==> config.mk <==
export PLATFORM = sky130hd
export DESIGN_NAME = rgb_to_hue
export DESIGN_NICKNAME = d
export VERILOG_FILES = /design/src/hdl/rth_pkg.sv /design/src/hdl/rth_scale.sv /design/src/hdl/rth_sector.sv /design/src/hdl/rth_div.sv /design/src/hdl/rgb_to_hue.sv
export SDC_FILE = /design/constraint.sdc
export NUM_CORES = 2
export LEC_CHECK = 0
export BUFFER_PORTS_ARGS = -buffer_cell sky130_fd_sc_hd__buf_2
export CAP_MARGIN = 20
export CORE_MARGIN = 3
export CORE_UTILIZATION = 37
export DETAILED_ROUTE_END_ITERATION = 6
export HOLD_SLACK_MARGIN = 0.03
export PLACE_DENSITY = 0.55
export RECOVER_POWER = 25
export SYNTH_ARGS = -nofsm -noshare
export SYNTH_HDL_FRONTEND = slang
export SYNTH_SLANG_ARGS = --single-unit
==> constraint.sdc <==
create_clock -name clk_i -period 42.1 [get_ports clk_i]
set_input_delay 10.525 -clock clk_i [delete_from_list [all_inputs] [get_ports clk_i]]
set_output_delay 10.525 -clock clk_i [all_outputs]
set_load 0.005 [all_outputs]
==> src/hdl/rth_pkg.sv <==
// ----------------------------------------------------------------------------
// rth_pkg
// Shared widths, constants and types of the RGB to hue pipeline.
// ----------------------------------------------------------------------------
`default_nettype none

package rth_pkg;

  // raw sensor channel
  localparam int unsigned ChanW = 16;
  localparam logic signed [ChanW:0] ScaleOffset = 17'sd5000;

  // scaling: trunc(n*256/7000) = trunc(n*32/875), done on |n|*32
  localparam int unsigned MagW       = 21;           // |n|*32 <= 1937120
  localparam logic [MagW-1:0] Recip  = 21'd1227134;  // ceil(2^30/875)
  localparam int unsigned RecipShift = 30;
  localparam int unsigned ProdW      = 2 * MagW;
  localparam int unsigned QuoW       = 12;           // scaled magnitude <= 2213
  localparam int unsigned ScW        = 13;           // scaled channel, signed

  // hue division
  localparam int unsigned SpanW = 12;                // max - min <= 2395
  localparam int unsigned NumW  = 18;                // |60*diff| <= 143700
  localparam int unsigned QBits = 6;                 // quotient <= 60
  localparam int unsigned HueW  = 9;
  localparam int unsigned HueSW = 10;                // signed hue before wrap
  localparam logic signed [HueSW-1:0] HueFull = 10'sd360;

  typedef logic signed [ScW-1:0] scaled_t;

  typedef enum logic [1:0] {
    SecRed   = 2'd0,
    SecGreen = 2'd1,
    SecBlue  = 2'd2
  } sector_e;

  // word handed from sector select to the divider
  typedef struct packed {
    logic [NumW-1:0]  num_mag;
    logic             neg;
    logic [SpanW-1:0] span;
    sector_e          sector;
    logic             zero;
  } sec_t;

  // sector base angle
  function automatic logic signed [HueSW-1:0] sector_offset(sector_e sec);
    logic signed [HueSW-1:0] off;
    case (sec)
      SecRed:   off = 10'sd0;
      SecGreen: off = 10'sd120;
      SecBlue:  off = 10'sd240;
      default:  off = 10'sd0;
    endcase
    return off;
  endfunction

endpackage

`default_nettype wire

==> src/hdl/rth_scale.sv <==
// ----------------------------------------------------------------------------
// rth_scale
// Three-stage offset and rescale of one raw channel: trunc((x-5000)*256/7000).
// ----------------------------------------------------------------------------
`default_nettype none

module rth_scale (
  input  wire logic                    clk_i,
  input  wire logic                    en_i,
  input  wire logic [rth_pkg::ChanW-1:0] raw_i,
  output rth_pkg::scaled_t             scaled_o
);
  import rth_pkg::*;

  logic signed [ChanW:0] diff_s;
  logic [ChanW:0]        abs_v;
  logic [MagW-1:0]       mag_d, mag_q;
  logic                  neg1_q, neg2_q;
  logic [ProdW-1:0]      prod_d, prod_q;
  logic [QuoW-1:0]       quo;
  scaled_t               scaled_d, scaled_q;

  // stage 1: remove offset, take magnitude, times 32
  assign diff_s = $signed({1'b0, raw_i}) - ScaleOffset;
  assign abs_v  = diff_s[ChanW] ? (ChanW+1)'(-diff_s) : (ChanW+1)'(diff_s);
  assign mag_d  = {abs_v[ChanW-1:0], 5'b0};

  always_ff @(posedge clk_i) begin
    if (en_i) begin
      mag_q  <= mag_d;
      neg1_q <= diff_s[ChanW];
    end
  end

  // stage 2: reciprocal multiply for the divide by 875
  assign prod_d = ProdW'(mag_q) * ProdW'(Recip);

  always_ff @(posedge clk_i) begin
    if (en_i) begin
      prod_q <= prod_d;
      neg2_q <= neg1_q;
    end
  end

  // stage 3: quotient, sign restored (truncation toward zero)
  assign quo      = prod_q[RecipShift +: QuoW];
  assign scaled_d = neg2_q ? -$signed({1'b0, quo}) : $signed({1'b0, quo});

  always_ff @(posedge clk_i) begin
    if (en_i) begin
      scaled_q <= scaled_d;
    end
  end

  assign scaled_o = scaled_q;

endmodule

`default_nettype wire

==> src/hdl/rth_sector.sv <==
// ----------------------------------------------------------------------------
// rth_sector
// Max/min of the scaled channels, sector choice, span and 60*diff numerator.
// ----------------------------------------------------------------------------
`default_nettype none

module rth_sector (
  input  wire logic         clk_i,
  input  wire logic         en_i,
  input  rth_pkg::scaled_t  red_i,
  input  rth_pkg::scaled_t  green_i,
  input  rth_pkg::scaled_t  blue_i,
  output rth_pkg::sec_t     sec_o
);
  import rth_pkg::*;

  localparam int unsigned DW = ScW + 1;
  localparam int unsigned MW = DW + 6;

  logic                 red_max, green_max;
  scaled_t              hi, lo;
  logic signed [DW-1:0] span_s, diff_s;
  logic signed [MW-1:0] num_s;
  logic [MW-1:0]        num_abs;
  sec_t                 sec_d, sec_q;

  // largest channel; ties go red, then green
  assign red_max   = (red_i >= green_i) && (red_i >= blue_i);
  assign green_max = !red_max && (green_i >= blue_i);

  always_comb begin
    hi = red_i;
    lo = red_i;
    if (green_i > hi) hi = green_i;
    if (blue_i > hi)  hi = blue_i;
    if (green_i < lo) lo = green_i;
    if (blue_i < lo)  lo = blue_i;
  end

  assign span_s = DW'(hi) - DW'(lo);

  // sector difference
  always_comb begin
    if (red_max) begin
      diff_s = DW'(green_i) - DW'(blue_i);
    end else if (green_max) begin
      diff_s = DW'(blue_i) - DW'(red_i);
    end else begin
      diff_s = DW'(red_i) - DW'(green_i);
    end
  end

  // 60*diff = 64*diff - 4*diff
  assign num_s   = (MW'(diff_s) <<< 6) - (MW'(diff_s) <<< 2);
  assign num_abs = num_s[MW-1] ? MW'(-num_s) : MW'(num_s);

  always_comb begin
    sec_d.num_mag = num_abs[NumW-1:0];
    sec_d.neg     = num_s[MW-1];
    sec_d.span    = span_s[SpanW-1:0];
    sec_d.sector  = red_max ? SecRed : (green_max ? SecGreen : SecBlue);
    sec_d.zero    = (hi == lo);
  end

  always_ff @(posedge clk_i) begin
    if (en_i) begin
      sec_q <= sec_d;
    end
  end

  assign sec_o = sec_q;

endmodule

`default_nettype wire

==> src/hdl/rth_div.sv <==
// ----------------------------------------------------------------------------
// rth_div
// Pipelined restoring divide of |60*diff| by span, two quotient bits per
// stage, then floor correction, sector offset and wrap into 0..359.
// ----------------------------------------------------------------------------
`default_nettype none

module rth_div (
  input  wire logic                     clk_i,
  input  wire logic                     en_i,
  input  rth_pkg::sec_t                 sec_i,
  output logic [rth_pkg::HueW-1:0]      hue_o
);
  import rth_pkg::*;

  localparam int unsigned NStg = QBits / 2;

  typedef struct packed {
    logic [NumW-1:0]  rem;
    logic [SpanW-1:0] span;
    logic [QBits-1:0] quo;
    logic             neg;
    sector_e          sector;
    logic             zero;
  } dv_t;

  // one restoring step on quotient bit idx
  function automatic dv_t div_step(dv_t st, int unsigned idx);
    dv_t             nx;
    logic [NumW-1:0] dvs;
    nx  = st;
    dvs = NumW'(st.span) << idx;
    if (st.rem >= dvs) begin
      nx.rem      = st.rem - dvs;
      nx.quo[idx] = 1'b1;
    end
    return nx;
  endfunction

  dv_t dv_in [NStg];
  dv_t dv_q  [NStg];

  // entry word
  always_comb begin
    dv_in[0].rem    = sec_i.num_mag;
    dv_in[0].span   = sec_i.span;
    dv_in[0].quo    = '0;
    dv_in[0].neg    = sec_i.neg;
    dv_in[0].sector = sec_i.sector;
    dv_in[0].zero   = sec_i.zero;
  end

  // divider stages, MSB pair first
  for (genvar k = 0; k < NStg; k++) begin : g_stg
    if (k > 0) begin : g_link
      assign dv_in[k] = dv_q[k-1];
    end
    always_ff @(posedge clk_i) begin
      if (en_i) begin
        dv_q[k] <= div_step(div_step(dv_in[k], QBits - 1 - 2*k), QBits - 2 - 2*k);
      end
    end
  end

  // floor correction, offset and wrap
  dv_t                     dv_last;
  logic signed [7:0]       q_s;
  logic signed [HueSW-1:0] hue_s, hue_w;
  logic [HueW-1:0]         hue_d, hue_q;

  assign dv_last = dv_q[NStg-1];

  always_comb begin
    if (dv_last.neg) begin
      q_s = -$signed({2'b0, dv_last.quo}) - ((dv_last.rem != '0) ? 8'sd1 : 8'sd0);
    end else begin
      q_s = $signed({2'b0, dv_last.quo});
    end
    hue_s = sector_offset(dv_last.sector) + HueSW'(q_s);
    hue_w = hue_s[HueSW-1] ? hue_s + HueFull : hue_s;
    hue_d = dv_last.zero ? '0 : hue_w[HueW-1:0];
  end

  always_ff @(posedge clk_i) begin
    if (en_i) begin
      hue_q <= hue_d;
    end
  end

  assign hue_o = hue_q;

endmodule

`default_nettype wire

==> src/hdl/rgb_to_hue.sv <==
// ----------------------------------------------------------------------------
// rgb_to_hue
// Hue in whole degrees from one raw red, green and blue sensor sample.
// ----------------------------------------------------------------------------
// Usage:
//   Slave channel s_axis_* takes one word per sample: red, green and blue,
//   16 bits each. Master channel m_axis_* returns one word per sample with
//   the hue, 0..359, in its low 9 bits.
//   The datapath is an 8-register pipeline: three stages of channel scaling
//   (offset, reciprocal multiply, sign), one sector/span stage, three
//   divider stages of two quotient bits each and the output register.
//   Throughput is one word per cycle while the receiver keeps tready high.
//   When the output word is held by a low m_axis_tready, the whole pipe
//   freezes and s_axis_tready drops; nothing is dropped or repeated.
//   Reset clears all valid bits; the block is ready right after reset.
// ----------------------------------------------------------------------------
`default_nettype none

module rgb_to_hue (
  input  wire logic        clk_i,
  input  wire logic        rst_ni,
  input  wire logic        s_axis_tvalid,
  output logic             s_axis_tready,
  input  wire logic [47:0] s_axis_tdata,   // [15:0] red, [31:16] green, [47:32] blue
  output logic             m_axis_tvalid,
  input  wire logic        m_axis_tready,
  output logic [15:0]      m_axis_tdata    // [8:0] hue, [15:9] zero
);
  import rth_pkg::*;

  localparam int unsigned Lat = 8;

  logic           adv;
  logic [Lat-1:0] vld_q, vld_d;
  scaled_t        red_s, green_s, blue_s;
  sec_t           sec;
  logic [HueW-1:0] hue;

  // pipe advances unless the output word is stalled
  assign adv           = !vld_q[Lat-1] || m_axis_tready;
  assign s_axis_tready = adv;
  assign vld_d         = {vld_q[Lat-2:0], s_axis_tvalid};

  always_ff @(posedge clk_i or negedge rst_ni) begin
    if (!rst_ni) begin
      vld_q <= '0;
    end else if (adv) begin
      vld_q <= vld_d;
    end
  end

  // channel scaling
  rth_scale u_scale_r (
    .clk_i    (clk_i),
    .en_i     (adv),
    .raw_i    (s_axis_tdata[15:0]),
    .scaled_o (red_s)
  );

  rth_scale u_scale_g (
    .clk_i    (clk_i),
    .en_i     (adv),
    .raw_i    (s_axis_tdata[31:16]),
    .scaled_o (green_s)
  );

  rth_scale u_scale_b (
    .clk_i    (clk_i),
    .en_i     (adv),
    .raw_i    (s_axis_tdata[47:32]),
    .scaled_o (blue_s)
  );

  // sector, span and numerator
  rth_sector u_sector (
    .clk_i   (clk_i),
    .en_i    (adv),
    .red_i   (red_s),
    .green_i (green_s),
    .blue_i  (blue_s),
    .sec_o   (sec)
  );

  // divide and final hue
  rth_div u_div (
    .clk_i (clk_i),
    .en_i  (adv),
    .sec_i (sec),
    .hue_o (hue)
  );

  assign m_axis_tvalid = vld_q[Lat-1];
  assign m_axis_tdata  = {7'b0, hue};

endmodule

`default_nettype wire

==> flow_summary_export.csv <==
group,metric,value,unit
timing,tns,0,ns
routing,drc_errors,0,
run_status,status,"finished clean",
floorplan,initial_core_util,37.5,%
clock_tree,cts_max_path_buffers,3,
clock_tree,tritoncts,"done",
worst_setup_path,cp-startpoint,"m_axis_tready",
floorplan,fp.coreArea,97300,sq um
timing,rsz0062_at_grt,"no",
worst_setup_path,cp.arrival,11.24,ns
placed_design,gp_congestion,0.886,
yosys,synth.largest_area_cell,"edfxtp_1",
routing,drt-pass1-iter-count,5,
floorplan,dieArea,102000,sq um
global_routing,grt_max_degree,145,
routing,vias_per_cell,4.91,
timing,hold_viol,0,
yosys,synth_area_leaders,"edfxtp_1 22%, fa_1 20%, ha_1 20%, inv_1 7.5%, xnor2_1 3.8%",
global_routing,antenna_found_initial,0,
yosys,ys_ff_latch,276,
routing,ant_nets,0,
placed_design,post-dp-hpwl,65.7,mm
floorplan,num_io_pins,70,
clock_tree,postCtsResizedCells,0,
floorplan,fp.dieW,320,um
clock_tree,cts_setup_buffers,0,
timing,fmax,45.9,MHz
routing,routed-via-count,24918,
floorplan,rows,114,
yosys,syn_inst,3705,
worst_setup_path,reg2reg_from,"u_scale_r.scaled_o[0]$_DFFE_PP_",
global_routing,overflow,0,
routing,finalWirelength,78.1,mm
min_path,hold_start,"u_div.dv_q[0][41]$_DFFE_PP_",
global_routing,grtUsageTotal,15.7,%
cells_and_area,seqCellArea,8250,sq um
cells_and_area,syn_to_final_growth,8.11,%
run,maxCapViolations,0,
clock_tree,hold_buffers,0,
timing,report.final.slew_viol_count,0,
yosys,yosys.area.top_type_share,22.1,%
clock_tree,clk_pin_slew,0.05,ns
worst_setup_path,cp.required,31.57,ns
cells_and_area,drive_above_1_share,5.16,%
cells_and_area,multi_input_area,25200,sq um
cells_and_area,utilization,40.5,%
yosys,synth.yosys.seq_area_share,22.6,%
placed_design,dp_worst_setup_slack,20.28,ns
timing,setup_slack,20.33,ns
yosys,synth_warnings,0,
clock_tree,clockRootBuffer,"clkbuf_16",
timing,min_period,21.77,ns
timing,skew,0.0246,ns
cells_and_area,fill_cells,9628,
cells_and_area,final_common_cell,"inv_1",
global_routing,grt_pass1_wl,132,mm
yosys,synth-edff-count,268,
timing,worst_slew_pin_slew,1.02,ns
worst_setup_path,critPathCaptureType,"output port",
placed_design,portBuffers,62,
clock_tree,clkLatencyLatePin,0.58,ns
yosys,async_flop_share,2.90,%
routing,avgRoutedWirePerCell,15.4,um
floorplan,dieHeight,320,um
clock_tree,cts.sinks,276,
cells_and_area,stdcell_count,5071,
timing,finalSetupViolCount,0,
worst_setup_path,path_class,"input pin to output port",
timing,post-route-period-util,51.7,%
yosys,dominantRegCellSynth,"edfxtp_1",
clock_tree,cts_made_buffers,38,
clock_tree,htree_levels,2,
timing,slew_headroom,32.1,%
global_routing,grt_pass1_vias,25459,
routing,drtIter0Drc,1133,
yosys,synth_area,36500,sq um
yosys,syn_avg_cell_area,9.85,sq um
cells_and_area,antenna_cells,0,
worst_setup_path,start_kind,"input pin",
placed_design,place_inst,5004,
cells_and_area,fin_nets,4781,
yosys,synth.distinct_cells,91,
worst_setup_path,cp_max_fo,23,
min_path,hold_class,"register to register",
cells_and_area,mostFrequentLayoutCells,"733 x inv_1, 588 x ha_1, 373 x fa_1",
[state kept, by name, indices dropped and copies added (netlist names)]
| name | count |
|---|---|
| u_div.dv_q | 98 |
| u_div.hue_o | 9 |
| u_scale_b.mag_q | 16 |
| u_scale_b.neg1_q | 1 |
| u_scale_b.neg2_q | 1 |
| u_scale_b.prod_q | 12 |
| u_scale_b.scaled_o | 13 |
| u_scale_g.mag_q | 16 |
| u_scale_g.neg1_q | 1 |
| u_scale_g.neg2_q | 1 |
| u_scale_g.prod_q | 12 |
| u_scale_g.scaled_o | 13 |
| u_scale_r.mag_q | 16 |
| u_scale_r.neg1_q | 1 |
| u_scale_r.neg2_q | 1 |
| u_scale_r.prod_q | 12 |
| u_scale_r.scaled_o | 13 |
| u_sector.sec_o | 32 |
| vld_q | 8 |
[path summary, 6_finish.rpt]
| kind | to | slack (ns) | cells past startpoint |
|---|---|---|---|
| max | s_axis_tready | 20.33 | 3 |
| min | u_div.dv_q[0][81]$_DFFE_PP_ | 0.41 | 0 |
| max reg2reg | u_sector.sec_o[12]$_DFFE_PP_ | 33.50 | 35 |
| min reg2reg | u_div.dv_q[0][81]$_DFFE_PP_ | 0.41 | 0 |
| max in group asynchronous | vld_q[4]$_DFFE_PN0P_ | 32.16 | 1 |
| min in group asynchronous | vld_q[7]$_DFFE_PN0P_ | 9.78 | 1 |
[stage by stage]
stage | instance area [sq um] | hold slack [ns]
after floorplan | 36500 | 0.400
after global placement | 38200 | 0.401
after detailed placement | 38300 | 0.405
after CTS | 39500 | 0.417
after global routing | 39400 | 0.425
final | 39400 | 0.414
[routing by layer]
metal	up-vias	track usage, %	share of wire (%)	wire length [um]
li1	12599	-	-	-
met1	11964	22.0	49	38400
met2	291	26.3	46	36100
met3	64	1.65	2.7	2090
met4	0	3.74	1.9	1520
met5	-	0	0	0
[synthesized netlist by cell type, types with 9 or more instances]
cell      number
a211oi_1      17
a21boi_0      25
a21o_1        72
a21oi_1      186
a31oi_1       16
and2_1        16
and3_1        12
clkbuf_1      40
edfxtp_1     268
fa_1         373
ha_1         588
inv_1        733
mux2_2        41
mux2i_1       23
nand2_1      184
nand2b_1      35
nand3_1       37
nand4_1       36
nor2_1       251
nor2b_1       41
nor3_1        38
nor3b_1       13
nor4_1        14
o21a_1        28
o21ai_0      143
o21ai_1        9
o21bai_1      16
o31ai_1       26
or2_2          9
or3_1         24
or4_1          9
xnor2_1      159
xor2_1        78
[cell type report]
| class | instances | share of cell area, % |
|---|---|---|
| inverter | 734 | 6.99 |
| timing repair buffer | 72 | 0.980 |
| clock buffer | 44 | 2.52 |
| tap | 1276 | 4.05 |
| multi-input combinational | 2646 | 64.0 |
| sequential | 276 | 20.9 |
| clock inverter | 23 | 0.533 |
[cell families (layout without fill, tap and decap cells)]
group           Yosys count  after routing  share of synthesized area [%]
other cells               1              7                         0.0103
fa+ha+maj               962            962                           40.7
compound gates          636            636                           11.2
xor+xnor                237            237                           5.69
mux                      66             66                           1.97
flops                   276            276                           22.6
simple gates            738            738                           9.65
buf+inv                 789            873                           8.25
[critical path, cell delays in order]
cell and delay [ns]:
buf_2 0.09, nand2b_4 0.34, buf_2 0.25
Power is left out: the tool's default activity adds up to more than one toggle a clock period on the data nets, which glitch-free logic cannot reach.
